--- src/psy_pkg.sv ---
// Shared types and constants for the point sort by y block.
package psy_pkg;

    typedef struct packed {
        logic signed [31:0] x_coord;
        logic signed [31:0] y_coord;
    } t_point_in;

    typedef struct packed {
        logic signed [31:0] sorted_x;
        logic signed [31:0] sorted_y;
        logic               final_point;
    } t_point_out;

    typedef enum logic [2:0] {
        S_LOAD,
        S_SCAN,
        S_WAIT,
        S_SWAP_A,
        S_SWAP_B,
        S_EMIT
    } t_state;

    typedef enum logic [1:0] {
        WR_INPUT,
        WR_MIN,
        WR_CUR
    } t_wr_sel;

    typedef struct packed {
        logic    wr_en;
        t_wr_sel wr_sel;
        logic    rd_en;
        logic    scan;
        logic    scan_first;
        logic    emit;
        logic    emit_last;
    } t_dp_cmd;

endpackage

--- src/point_sort_by_y.sv ---
// Top level of the point sorter that orders a set of points by y coordinate.
//
// Usage: the block takes POINTS points, one beat per cycle, at edges where
// start is high and busy is low. Each beat carries a signed Q20.12 x and y.
// After the last point of a set, busy rises and the block runs a selection
// sort on its point memory: pass j reads entries j to POINTS-1, one per cycle
// through the single read port, then swaps two entries: it writes the minimum
// into entry j and then the old entry j where that minimum was found.
// The block then reads the sorted points one per cycle and presents each on
// o_result for exactly one cycle with o_strobe high; final_point marks the
// last one. Results come out one per cycle and the receiver cannot hold
// them off. Busy falls in the cycle the final result is shown, so the next
// set may begin loading right away. A synchronous reset returns the block to
// loading with an empty set; the point memory is not cleared.
module point_sort_by_y #(
    parameter int POINTS = 8
) (
    input  logic                i_clk,
    input  logic                i_rst_n,
    input  logic                start,
    output logic                busy,
    input  psy_pkg::t_point_in  i_point,
    output psy_pkg::t_point_out o_result,
    output logic                o_strobe
);
    import psy_pkg::*;

    localparam int IW = $clog2(POINTS);

    t_dp_cmd       cmd;
    logic [IW-1:0] wr_addr;
    logic [IW-1:0] rd_addr;

    psy_ctrl #(
        .POINTS (POINTS),
        .IW     (IW)
    ) u_ctrl (
        .i_clk     (i_clk),
        .i_rst_n   (i_rst_n),
        .start     (start),
        .busy      (busy),
        .o_cmd     (cmd),
        .o_wr_addr (wr_addr),
        .o_rd_addr (rd_addr)
    );

    psy_dp #(
        .POINTS (POINTS),
        .IW     (IW)
    ) u_dp (
        .i_clk     (i_clk),
        .i_rst_n   (i_rst_n),
        .i_cmd     (cmd),
        .i_wr_addr (wr_addr),
        .i_rd_addr (rd_addr),
        .i_point   (i_point),
        .o_result  (o_result),
        .o_strobe  (o_strobe)
    );

`ifndef SYNTHESIS
    a_input_write_only_on_accept: assert property (@(posedge i_clk) disable iff (!i_rst_n)
        (cmd.wr_en && cmd.wr_sel == WR_INPUT) |-> (start && !busy))
        else $error("input write without an accepted beat");

    a_strobe_follows_emit: assert property (@(posedge i_clk) disable iff (!i_rst_n)
        o_strobe |-> $past(cmd.emit))
        else $error("result strobe without an emission read");

    a_final_has_strobe: assert property (@(posedge i_clk) disable iff (!i_rst_n)
        o_result.final_point |-> o_strobe)
        else $error("final flag outside a result beat");

    a_idle_after_final: assert property (@(posedge i_clk) disable iff (!i_rst_n)
        o_result.final_point |-> !busy)
        else $error("block still busy at final result");
`endif

endmodule

--- src/psy_dp.sv ---
// Datapath of the point sorter: point memory, running minimum and result register.
module psy_dp #(
    parameter int POINTS = 8,
    parameter int IW     = $clog2(POINTS)
) (
    input  logic               i_clk,
    input  logic               i_rst_n,
    input  psy_pkg::t_dp_cmd   i_cmd,
    input  logic [IW-1:0]      i_wr_addr,
    input  logic [IW-1:0]      i_rd_addr,
    input  psy_pkg::t_point_in i_point,
    output psy_pkg::t_point_out o_result,
    output logic               o_strobe
);
    import psy_pkg::*;

    t_point_in     r_mem [POINTS];
    t_point_in     r_rd;
    logic [IW-1:0] r_rd_idx;
    logic          r_scan;
    logic          r_scan_first;
    t_point_in     r_cur;
    t_point_in     r_min;
    logic [IW-1:0] r_best;
    logic          r_out_valid;
    logic          r_final;

    t_point_in     n_wr_data;
    logic [IW-1:0] n_wr_addr;

    always_comb begin
        n_wr_addr = i_wr_addr;
        unique case (i_cmd.wr_sel)
            WR_INPUT: n_wr_data = i_point;
            WR_MIN:   n_wr_data = r_min;
            WR_CUR: begin
                n_wr_data = r_cur;
                n_wr_addr = r_best;
            end
            default:  n_wr_data = i_point;
        endcase
    end

    always_ff @(posedge i_clk) begin
        if (i_cmd.wr_en) begin
            r_mem[n_wr_addr] <= n_wr_data;
        end
        if (i_cmd.rd_en) begin
            r_rd     <= r_mem[i_rd_addr];
            r_rd_idx <= i_rd_addr;
        end
    end

    always_ff @(posedge i_clk) begin
        if (!i_rst_n) begin
            r_scan       <= 1'b0;
            r_scan_first <= 1'b0;
            r_out_valid  <= 1'b0;
            r_final      <= 1'b0;
        end else begin
            r_scan       <= i_cmd.scan;
            r_scan_first <= i_cmd.scan_first;
            r_out_valid  <= i_cmd.emit;
            r_final      <= i_cmd.emit & i_cmd.emit_last;
        end
    end

    // The last entry with a key at or below the running minimum wins.
    always_ff @(posedge i_clk) begin
        if (r_scan) begin
            if (r_scan_first) begin
                r_cur  <= r_rd;
                r_min  <= r_rd;
                r_best <= r_rd_idx;
            end else if ($signed(r_rd.y_coord) <= $signed(r_min.y_coord)) begin
                r_min  <= r_rd;
                r_best <= r_rd_idx;
            end
        end
    end

    assign o_result.sorted_x    = r_rd.x_coord;
    assign o_result.sorted_y    = r_rd.y_coord;
    assign o_result.final_point = r_final;
    assign o_strobe             = r_out_valid;

endmodule

--- src/psy_ctrl.sv ---
// Controller of the point sorter: load, selection passes and emission sequencing.
module psy_ctrl #(
    parameter int POINTS = 8,
    parameter int IW     = $clog2(POINTS)
) (
    input  logic             i_clk,
    input  logic             i_rst_n,
    input  logic             start,
    output logic             busy,
    output psy_pkg::t_dp_cmd o_cmd,
    output logic [IW-1:0]    o_wr_addr,
    output logic [IW-1:0]    o_rd_addr
);
    import psy_pkg::*;

    localparam logic [IW-1:0] LAST      = IW'(POINTS - 1);
    localparam logic [IW-1:0] LAST_PASS = IW'(POINTS - 2);

    t_state        r_state, n_state;
    logic [IW-1:0] r_idx, n_idx;
    logic [IW-1:0] r_pass, n_pass;

    always_ff @(posedge i_clk) begin
        if (!i_rst_n) begin
            r_state <= S_LOAD;
            r_idx   <= '0;
            r_pass  <= '0;
        end else begin
            r_state <= n_state;
            r_idx   <= n_idx;
            r_pass  <= n_pass;
        end
    end

    always_comb begin
        n_state   = r_state;
        n_idx     = r_idx;
        n_pass    = r_pass;
        o_cmd     = '0;
        o_cmd.wr_sel = WR_INPUT;
        o_wr_addr = r_idx;
        o_rd_addr = r_idx;
        busy      = (r_state != S_LOAD);
        unique case (r_state)
            S_LOAD: begin
                if (start) begin
                    o_cmd.wr_en  = 1'b1;
                    o_cmd.wr_sel = WR_INPUT;
                    if (r_idx == LAST) begin
                        n_state = S_SCAN;
                        n_idx   = '0;
                        n_pass  = '0;
                    end else begin
                        n_idx = r_idx + 1'b1;
                    end
                end
            end
            S_SCAN: begin
                o_cmd.rd_en      = 1'b1;
                o_cmd.scan       = 1'b1;
                o_cmd.scan_first = (r_idx == r_pass);
                if (r_idx == LAST) begin
                    n_state = S_WAIT;
                end else begin
                    n_idx = r_idx + 1'b1;
                end
            end
            S_WAIT: begin
                n_state = S_SWAP_A;
            end
            S_SWAP_A: begin
                o_cmd.wr_en  = 1'b1;
                o_cmd.wr_sel = WR_MIN;
                o_wr_addr    = r_pass;
                n_state      = S_SWAP_B;
            end
            S_SWAP_B: begin
                o_cmd.wr_en  = 1'b1;
                o_cmd.wr_sel = WR_CUR;
                if (r_pass == LAST_PASS) begin
                    n_state = S_EMIT;
                    n_idx   = '0;
                end else begin
                    n_state = S_SCAN;
                    n_pass  = r_pass + 1'b1;
                    n_idx   = r_pass + 1'b1;
                end
            end
            S_EMIT: begin
                o_cmd.rd_en     = 1'b1;
                o_cmd.emit      = 1'b1;
                o_cmd.emit_last = (r_idx == LAST);
                if (r_idx == LAST) begin
                    n_state = S_LOAD;
                    n_idx   = '0;
                end else begin
                    n_idx = r_idx + 1'b1;
                end
            end
            default: begin
                n_state = S_LOAD;
                n_idx   = '0;
            end
        endcase
    end

endmodule
--- config.mk ---
export PLATFORM = sky130hd
export DESIGN_NAME = point_sort_by_y
export DESIGN_NICKNAME = d
export VERILOG_FILES = /design/src/psy_pkg.sv /design/src/point_sort_by_y.sv /design/src/psy_dp.sv /design/src/psy_ctrl.sv
export SDC_FILE = /design/constraint.sdc
export NUM_CORES = 1
export LEC_CHECK = 0
export ABC_AREA = 1
export CORE_MARGIN = 3
export CORE_UTILIZATION = 45
export DETAILED_ROUTE_END_ITERATION = 12
export DONT_BUFFER_PORTS = 1
export GPL_TIMING_DRIVEN = 0
export SLEW_MARGIN = 40
export SYNTH_ARGS = -nofsm -noshare
export SYNTH_HDL_FRONTEND = slang
export SYNTH_SLANG_ARGS = --single-unit
--- constraint.sdc ---
create_clock -name i_clk -period 4 [get_ports i_clk]
set_input_delay 0.4 -clock i_clk [delete_from_list [all_inputs] [get_ports i_clk]]
set_output_delay 0.4 -clock i_clk [all_outputs]
set_load 0.01 [all_outputs]
== Yosys cells after proc, flatten, opt, wreduce, memory -nomap -nowiden ==
Memory sizes are Yosys's and may differ from the RTL's. A register that Yosys moved wholly into a read port is not among the register bits.
Index checks and enable logic that the tools add are counted.
Storage, ports and cells
  register bits after elaboration: 147
  RAM bits: 512
  word-level logic and storage cells: 75
  memories kept: 1
Memories
  u_dp.r_mem: words 8, width 64, read ports 1, clocked after memory_dff 1, write ports 1, RTL line psy_dp.sv:17  | t_point_in r_mem [POINTS];
Cells by class
  $add $sub $neg: 2
  magnitude comparators: 1
  equality and inequality tests: 16
  multiplexer cells: 28
  bitwise operators: 2
  reduce and logical (&&, ||, !) cells: 12
Operator list (number)
  $mux W64: 2
  $pmux W64 S2: 1
  $mux W3: 16
  $le A32 B32 Y1: 1
  $pmux W3 S6: 1
  $pmux W3 S5: 1
  $eq A3 B3 Y1 const B: 4
  $pmux W3 S3: 1
  $reduce_and A4 Y1: 2
  $add A3 B1 Y3 const B: 2
  $eq A3 B2 Y1 const B: 2
  $ne A2 B1 Y1 const B: 3
  $ne A2 B2 Y1 const B: 3
  $pmux W3 S2: 1
  $reduce_and A2 Y1: 3
  $mux W2: 2
  $reduce_bool A2 Y1: 2
  $reduce_or A2 Y1: 2
  $eq A3 B1 Y1 const B: 1
  $eq A3 B3 Y1: 1
  $logic_not A3 Y1: 1
  $mux W1: 3
  $reduce_and A3 Y1: 1
  $reduce_bool A3 Y1: 1
  4 further kinds: 4

== Logic depth before layout (Yosys ltp) ==
Gate-level depths: netlist (run 1).
  depth in word-level cells: 4
  depth in mapped cells: 17
  mapped depth without buffers: 17

== Hierarchy ==
From an unflattened synthesis (run 1), not the netlist that was laid out.
Second synthesis, totals
  cells, all modules: 2223
  area, all modules: 28671.2 sq um
By module, submodules not included
  psy_dp: times used 1, cells an instance 2118, area an instance 27988.1 sq um, sequential area each 21400.5 sq um
  psy_ctrl: times used 1, cells an instance 105, area an instance 683.2 sq um, sequential area each 180.2 sq um

== Least setup slack after synthesis (run 1) ==
Ideal clock, no wire load.
  kind: flip-flop to flip-flop
  start point: register u_ctrl.r_state[1]
  end point: memory u_dp.r_mem[6][0] (netlist name) (enable)
  arrival time: 3854 ps
  required time: 3514 ps
  slack: -340 ps
  cell stages (with the launch flop): 10
  buffers on the path: 1
  cells stage by stage: dfxtp_1 -> nand2_1 -> nor2_2 -> buf_4 -> nand2_1 -> o211ai_1 -> o21ai_1 -> inv_1 -> nand2_1 -> nor2_1
On the way
  word-level cells in the longest chain between the ends: 4
  elaborated cells between the ends (all ways): 9
Ends and longest elaborated chain
  from (decl): RTL line psy_ctrl.sv:19  | t_state r_state, n_state;
  from (signal assigned): RTL line psy_ctrl.sv:29  | r_state <= n_state;
  $eq A3 B3 Y1, or another cell as far along: RTL line psy_ctrl.sv:44  | unique case (r_state)
  $pmux W3 S3: RTL line psy_ctrl.sv:44
  $eq A2 B2 Y1 or $mux W1 (tied branches): RTL line psy_dp.sv:33, psy_dp.sv:45
  $mux W3 or $mux W1 (tied branches): RTL line psy_dp.sv:33, psy_dp.sv:46
  to (decl): RTL line psy_dp.sv:17
Parallel ways exist; a longest one is shown, timed or not.

== Worst setup path after layout (run 1) ==
  start point: register u_dp.o_result[32] (netlist name)
  end point: register u_dp.r_min[63] (netlist name) (enable)
On the way
  word-level cells in the longest chain between the ends: 3
Ends and longest elaborated chain
  $le A32 B32 Y1: RTL line psy_dp.sv:75  | end else if ($signed(r_rd.y_coord) <= $signed(r_min.y_coord)) begin
  $reduce_bool A2 Y1 (no line)
  $reduce_and A2 Y1 (no line)
  to (signal assigned): RTL line psy_dp.sv:73  | r_min <= r_rd;
  to (signal assigned): RTL line psy_dp.sv:76  | r_min <= r_rd;
  to (decl): RTL line psy_dp.sv:23  | t_point_in r_min;
No other way between the ends.
A chain may end at the register's enable or synchronous reset.

==> key figures, run 1 <==
Critical path
  • Reg-to-Reg Start: u_dp.o_result[32]$_DFFE_PP_
  • CP Class: flip-flop to flip-flop
  • Largest fanout on the critical path: 36
  • Crit path capture: u_dp.r_min[63]$_DFFE_PP_
  • Worst Path Required: around 4.3 ns
  • Reg2reg setup slack: 0.59 ns
  • R2R depth: 11
  • CP endpoint kind: flip-flop
  • Startpoint Class: flip-flop
  • FF-to-FF End: u_dp.r_min[63]$_DFFE_PP_
  • CP startpoint: u_dp.o_result[32]$_DFFE_PP_
  • CP arrival: 3.67 ns

Route
  • Starting DRC count in detailed routing: 1849
  • Via/cell ratio: approximately 5.5
  • WL/cell: 23.4 um
  • DR vias: 17.5k
  • Final wirelength: 74.0 mm
  • Drt drc: 0
  • Pre-Repair DR Iteration Count: 5
  • Final ANT Viol Nets: 0

STA
  • Worst Max-Slew Pin Slew: 0.793 ns
  • Finish-stage setup viols: 0
  • Final hold violations: 0
  • Final Skew: approximately 0.028 ns
  • F_max: 0.294 GHz
  • Slew margin rel.: about 47%
  • Final Critical Period: 3.41 ns
  • RSZ-0062 raised after global routing: no
  • Hold WS: between 0.04 and 0.05 ns
  • Max-slew violations: 0
  • Period utilization: 85.2%

Floorplan
  • CORE AREA: 62100 um^2
  • Site row count: just over 90
  • Horiz. Die Dim: around 260 um
  • Die area: 66000 um^2
  • Die Y: 257 um
  • I/O pin cnt: 134
  • Initial Util: between 40% and 50%

Clocking
  • H-tree Lvls: 3
  • Max clock buf depth: 3
  • Clock Latency Late Sink: 0.61 ns
  • CTS Sinks: 723
  • Root buf cell: clkbuf_16
  • # Post-CTS Setup Buffers: 0
  • PostCTS Resize Cnt: 0
  • TritonCTS Buffers: between 70 and 80
  • TritonCTS clock tree: yes
  • CTS clock-pin slew for the worst setup and hold paths: 0.06 ns

Synthesis
  • Post-synth EDFFs: 710
  • Async SR Flop Fraction: 0%
  • Most used DFF post-synth: edfxtp_1
  • Avg Inst Size Synth: 13.1 um^2
  • Warnings, synthesis: 0
  • Sequential fraction of the synthesis area: between 70 and 80%
  • Syn_nets: 2258
  • Synthesized area: 28300 um^2
  • Synthesized netlist cell count: 2155
  • Synthesized flop and latch total: 723
  • Post-synth cell types: 33

Global routing
  • Initial antenna violation count: 2
  • Vias in the first global route: 17.6k
  • Global-route wire length before repair: 111 mm
  • Largest net degree at the start of global routing: 37
  • Grt total ovfl: 0
  • Total track usage: 22.4%

Cells and area
  • P&R area growth vs syn: 15.2%
  • Final core occ: between 50% and 60%
  • Most frequent cells in the layout: edfxtp_1 (710), nor2_1 (461), o21ai_0 (263), nand2_1 (224)
  • Fraction of layout cells with a size suffix above 1: 9.19%
  • Commonest non-fill, non-tap cell in the layout: edfxtp_1
  • Layout Nets: 2376

Place
  • Port buffer count: 0
  • Gpl congestion: 0.800
  • Detailed Place HPWL: 49.6 mm

Power and ir drop
  • Leak: 0.0110 uW
  • Worst ir drop on vdd: 0.339 mV
  • Pwr dens: roughly 480 nW/um^2

Job
  • Max Cap Viol: 0

Outcome
  • Outcome: complete, no violations

Worst hold path
  • HP Class: primary input to flip-flop
through the flow:
stage	std cells	TNS [ns]	setup slack (ns)	area (um^2)	power, uW
floorplan	2155	-22.78	-0.337	28300	9110
global route	3168	0	0.428	32600	16300
global placement	2992	-943.89	-3.98	29400	9390
finish	3169	0	0.594	32600	15800
detailed placement	3033	0	0.537	30400	9440
CTS	3166	0	0.530	32600	15900
cell usage after synthesis, types with 2 or more instances:
cell type	instances	area share (%)
nand4_1	3	0.066
o21ai_0	263	4.6
buf_2	36	0.64
a31oi_1	64	1.4
o21a_1	2	0.053
buf_1	8	0.11
buf_4	3	0.079
o211ai_1	33	0.87
edfxtp_1	710	75
inv_1	54	0.72
buf_6	8	0.32
dfxtp_1	13	0.92
nor2_2	2	0.044
nand2_1	224	3.0
o22ai_1	64	1.4
ha_1	36	1.6
a21oi_1	27	0.48
clkbuf_1	67	0.89
o21ai_1	3	0.053
nor3_1	6	0.11
xor2_1	4	0.12
nand3_1	42	0.74
inv_2	4	0.053
nor2_1	470	6.2
state kept, by name (all words and copies together), names as in the netlist, 3 cells and up:
register and count:
u_ctrl.o_rd_addr 3, u_ctrl.r_pass 3, u_ctrl.r_state 3, u_dp.o_result 64
u_dp.r_best 3, u_dp.r_cur 64, u_dp.r_mem 512, u_dp.r_min 64
u_dp.r_rd_idx 3
cells by family after synthesis:
kind of cell,after synthesis,synth area share [%]
AO/OA/AOI/OAI,459,9.01
XOR/XNOR,4,0.124
adder cells (fa/ha/maj),36,1.59
buffers and inverters,181,2.81
flip-flops,723,76.2
AND/OR/NAND/NOR,752,10.3
power breakdown:
part           internal, uW  switching, uW  total, uW  leakage, uW
registers              8430           23.1       8450      0.00653
clock network          3710           2790       6490      0.00110
logic                   247            592        839      0.00339
total                 12400           3400      15800       0.0110
layer usage:
layer	vias to the layer above	global-route usage (%)	part of all wire [%]
met1	8697	30.5	43
met4	0	8.11	2.9
met2	640	35.2	47
li1	8076	-	-
met5	-	0	0
met3	108	5.53	7.9
worst min-delay path by stage:
stage                     depth (start not counted)                        from  slack (ns)                        endpoint
after floorplan                                   0  u_dp.r_rd_idx[0]$_DFFE_PP_        0.40        u_dp.r_best[0]$_DFFE_PP_
after global placement                            0  u_dp.r_rd_idx[1]$_DFFE_PP_        0.40        u_dp.r_best[1]$_DFFE_PP_
after detailed placement                          0  u_dp.r_rd_idx[0]$_DFFE_PP_        0.40        u_dp.r_best[0]$_DFFE_PP_
after CTS                                         2                       start       0.008  u_ctrl.r_state[0]$_SDFFE_PN0P_
after global routing                              2                       start        0.04  u_ctrl.r_state[0]$_SDFFE_PN0P_
final                                             2                       start        0.05  u_ctrl.r_state[0]$_SDFFE_PN0P_
cell type report:
type / count / area [um^2]
multi-input combinational: 1251 / 6030
fill: 5108 / 29400
inverter: 59 / 233
clock inverter: 38 / 256
sequential: 723 / 21600
buffer: 122 / 583
timing repair buffer: 42 / 918
tap: 837 / 1050
clock buffer: 94 / 1990
antenna: 3 / 7.51
timing repair:
| item | in CTS | in global routing |
|---|---|---|
| hold buffers | 1 | 0 |
| endpoints found under the hold margin | 2 | 0 |
| endpoints found under the setup margin | 0 | 0 |
critical path, stage by stage, from the launching register on:
cell and delay [ns]:
edfxtp_1 0.49, ha_1 0.47, nand2_1 0.20, nor3_1 0.46, and3_1 0.35, nand2_1 0.11, nand2_1 0.09, nand2_1 0.06
nand3_1 0.07, nand2_1 0.11, inv_6 0.33, buf_16 0.30
No activity file was read; power rests on OpenSTA's default activity.
==> inputs of run 2 (changes only) <==
--- a/config.mk
+++ b/config.mk
@@ -11,7 +11,9 @@
 export DETAILED_ROUTE_END_ITERATION = 12
 export DONT_BUFFER_PORTS = 1
 export GPL_TIMING_DRIVEN = 0
+export RECOVER_POWER = 100
 export SLEW_MARGIN = 40
 export SYNTH_ARGS = -nofsm -noshare
 export SYNTH_HDL_FRONTEND = slang
+export SYNTH_HIERARCHICAL = 1
 export SYNTH_SLANG_ARGS = --single-unit
==> run 2 against run 1 <==
Count of clock-buffer cells in the layout is 1 higher; clock power is 3% higher; largest power group unchanged; critical path depth is 2 lower; highest routed layer is now met5; die area is 1.2% higher; cell count is 2.1% higher; flip-flop and latch count stayed put.
==> key figures, run 2 <==
Floorplan
  • Die Y: 258 um (was 257 um)
  • I/O pin cnt: 134 (unchanged)
  • Die area: 66800 um^2 (was 66000 um^2)
  • Initial Util: 46.0% (was 45.7%)
  • Site row count: 91 (unchanged)
  • Horiz. Die Dim: 258 um (was 257 um)
  • CORE AREA: 62400 um^2 (was 62100 um^2)

Synthesis
  • Most used DFF post-synth: edfxtp_1 (unchanged)
  • Async SR Flop Fraction: 0% (unchanged)
  • Top post-synthesis cells by count: edfxtp_1 (710), nor2_1 (527), o21ai_0 (263), a21oi_1 (153), nand2_1 (148) (was edfxtp_1 (710), nor2_1 (470), o21ai_0 (263), nand2_1 (224), clkbuf_1 (67))
  • Synthesized flop and latch total: 723 (unchanged)
  • Post-synth EDFFs: 710 (unchanged)
  • Top post-synthesis cells by area: edfxtp_1 (74%), nor2_1 (6.9%), o21ai_0 (4.6%) (was edfxtp_1 (75%), nor2_1 (6.2%), o21ai_0 (4.6%))
  • Most frequent cell after synthesis: edfxtp_1 (unchanged)
  • Warnings, synthesis: 6 (was 0)
  • Avg Inst Size Synth: 12.9 um^2 (was 13.1 um^2)
  • Post-synth top area share: 74.4% (was 75.3%)
  • Synthesized netlist cell count: 2223 (was 2155)
  • Yosys top cell by area: edfxtp_1 (unchanged)
  • Synthesized area: 28700 um^2 (was 28300 um^2)
  • Post-synth cell types: 36 (was 33)
  • Sequential fraction of the synthesis area: 75.3% (was 76.2%)
  • Syn_nets: 2329 (was 2258)

Clocking
  • CTS Sinks: 723 (unchanged)
  • TritonCTS clock tree: yes (unchanged)
  • PostCTS Resize Cnt: 0 (unchanged)
  • Clock Latency Late Sink: 0.61 ns (about the same)
  • CTS clock-pin slew for the worst setup and hold paths: 0.06 ns (about the same)
  • H-tree Lvls: 3 (unchanged)
  • Root buf cell: clkbuf_16 (unchanged)
  • Max clock buf depth: 3 (unchanged)
  • TritonCTS Buffers: 75 (was 74)

Cells and area
  • Final core occ: 52.5% (was 52.6%)
  • Layout Nets: 2447 (was 2376)
  • P&R area growth vs syn: 14.3% (was 15.2%)
  • Commonest non-fill, non-tap cell in the layout: edfxtp_1 (unchanged)
  • Max reg flops: 512 (unchanged)
  • Top reg by flops: u_dp/r_mem (was u_dp.r_mem)
  • Most frequent cells in the layout: edfxtp_1 (710), nor2_1 (520), o21ai_0 (264), a21oi_1 (153), nand2_1 (150) (was edfxtp_1 (710), nor2_1 (461), o21ai_0 (263), nand2_1 (224))
  • Fraction of layout cells with a size suffix above 1: 8.47% (was 9.19%)

Outcome
  • Outcome: complete, no violations (unchanged)

STA
  • Final Skew: 0.0198 ns (was 0.0278 ns)
  • Final Critical Period: 3.46 ns (was 3.41 ns)
  • Max-slew violations: 0 (unchanged)
  • Worst Max-Slew Pin Slew: 1.47 ns (was 0.793 ns)
  • F_max: 0.289 GHz (was 0.294 GHz)
  • Setup TNS: 0 ns (unchanged)
  • Period utilization: 86.6% (was 85.2%)
  • RSZ-0062 raised after global routing: no (unchanged)
  • Finish-stage setup viols: 0 (unchanged)
  • Slew margin rel.: 1.88% (was 46.9%)
  • Final hold violations: 0 (unchanged)

Place
  • Port buffer count: 0 (unchanged)
  • Detailed Place HPWL: 48.6 mm (was 49.6 mm)
  • Gpl congestion: 0.833 (was 0.800)

Job
  • Max Cap Viol: 0 (unchanged)

Route
  • Via/cell ratio: 5.62 (was 5.53)
  • Starting DRC count in detailed routing: 2031 (was 1849)
  • Final ANT Viol Nets: 0 (unchanged)
  • Final wirelength: 73.1 mm (was 74.0 mm)
  • WL/cell: 22.6 um (was 23.4 um)
  • Pre-Repair DR Iteration Count: 5 (unchanged)
  • DR vias: 18.2k (was 17.5k)
  • Drt drc: 0 (unchanged)

Critical path
  • Critical path's slowest cell: clkbuf_1 (was edfxtp_1)
  • Slowest stage delay, CP: 0.70 ns (was 0.49 ns)
  • CP startpoint: u_ctrl/r_state[2]$_SDFFE_PN0P_ (was u_dp.o_result[32]$_DFFE_PP_)
  • Reg-to-Reg Start: u_ctrl/r_state[2]$_SDFFE_PN0P_ (was u_dp.o_result[32]$_DFFE_PP_)
  • CP Cell Sequence: inv_4, nand2_1, nor2_4, inv_1, ha_1, o21ai_0, nand2_1, nor2_4, clkbuf_1 (was ha_1, nand2_1, nor3_1, and3_1, nand2_1, nand2_1, nand2_1, nand3_1, nand2_1, inv_6, buf_16)
  • Largest fanout on the critical path: 15 (was 36)
  • Worst Path Required: 4.24 ns (was 4.27 ns)
  • CP endpoint kind: flip-flop (unchanged)
  • CP arrival: 3.70 ns (was 3.67 ns)
  • CP Class: flip-flop to flip-flop (unchanged)
  • Startpoint Class: flip-flop (unchanged)

Global routing
  • Total track usage: 21.9% (was 22.4%)
  • Vias in the first global route: 17.8k (was 17.6k)
  • Largest net degree at the start of global routing: 46 (was 37)
  • Grt total ovfl: 0 (unchanged)
  • Global-route wire length before repair: 110 mm (was 111 mm)
  • Initial antenna violation count: 3 (was 2)

Power and ir drop
  • Switching share of power: 23.8% (was 21.5%)
  • Leak: 0.0110 uW (about the same)
  • P_int: 13000 uW (was 12400 uW)
  • Comb power frac: 9.4% (was 5.3%)
  • P_sw: 4080 uW (was 3400 uW)
  • Power share of the clock group: 39.1% (was 41.1%)
  • Sequential fraction of design power: 51.5% (was 53.5%)
  • Pwr dens: 522 nW/um^2 (was 483 nW/um^2)
  • Worst ir drop on vdd: 0.314 mV (was 0.339 mV)

Worst hold path
  • Hold Startpoint: i_rst_n (was start)
  • HP Class: primary input to flip-flop (unchanged)
==> run 2: area by class of cell <==
cell class,count,area (um^2)
diodes,1,2.50
plain buffers,126,586
clock buffers,95,2020
clock inverters,39,347
fillers,5252,29600
inverters,71,277
multi-input cells,1303,6250
flip-flops and latches,723,21600
well taps,837,1050
repair buffers,41,659
==> run 2: layer usage <==
metal | track usage (%) | wire [um]
met3 | 4.58 | 6380
met4 | 7.49 | 1830
met1 | 30.9 | 31200
met5 | 0 | 20
met2 | 34.0 | 33700
==> run 2: what timing repair did <==
item                      4_1_cts  5_1_grt
buffers inserted                0        0
hold endpoints to repair        5        0
hold buffers                    1        0
==> run 2: stage by stage <==
stage	hold slack (ns)	setup WS [ns]	cell area, um^2	std cells	total power, uW
global route	0.0885	0.301	32800	3235	17800
CTS	0.0183	0.765	33000	3235	17300
global placement	0.402	-3.41	29700	3060	10500
floorplan	0.400	-0.566	28700	2223	9950
finish	0.0608	0.538	32800	3236	17100
detailed placement	0.407	0.792	30700	3100	10600
==> run 2: logic make-up (layout without fill, tap and decap cells) <==
logic type               Yosys count  in the layout  synth area share (%)
flip-flops                       723            723                  75.3
AO/OA/AOI/OAI                    552            552                  10.3
AND/OR/NAND/NOR                  709            709                  9.60
buffers and inverters            197            372                  3.09
XOR/XNOR                           3              3                0.0917
adder cells (fa/ha/maj)           39             39                  1.70
other                              0              1                     0
==> run 2: worst max-delay path: cells and delay by family, from the launching register on <==
family          cells  cell delay [ns]
fa+ha+maj           1             0.27
flops               1             0.41
simple gates        4             1.20
buf+inv             3             0.91
compound gates      1             0.28
==> run 2: final timing paths <==
check,to,slack (ns),cells past startpoint
max reg2reg,u_dp/r_mem[2][39]$_DFFE_PP_,0.54,9
min reg2reg,u_dp/r_best[0]$_DFFE_PP_,0.42,0
max,u_dp/r_mem[2][39]$_DFFE_PP_,0.54,9
min,u_ctrl/r_state[0]$_SDFFE_PN0P_,0.06,2
==> run 2: power groups by stage <==
stage | Clock (uW) | Sequential [uW] | Combinational (uW)
2_1_floorplan | 0 | 8940 | 1010
3_3_place_gp | 0 | 9010 | 1510
3_5_place_dp | 0 | 8970 | 1650
4_1_cts | 6820 | 8810 | 1660
5_1_grt | 7140 | 8840 | 1780
6_report | 6680 | 8810 | 1620
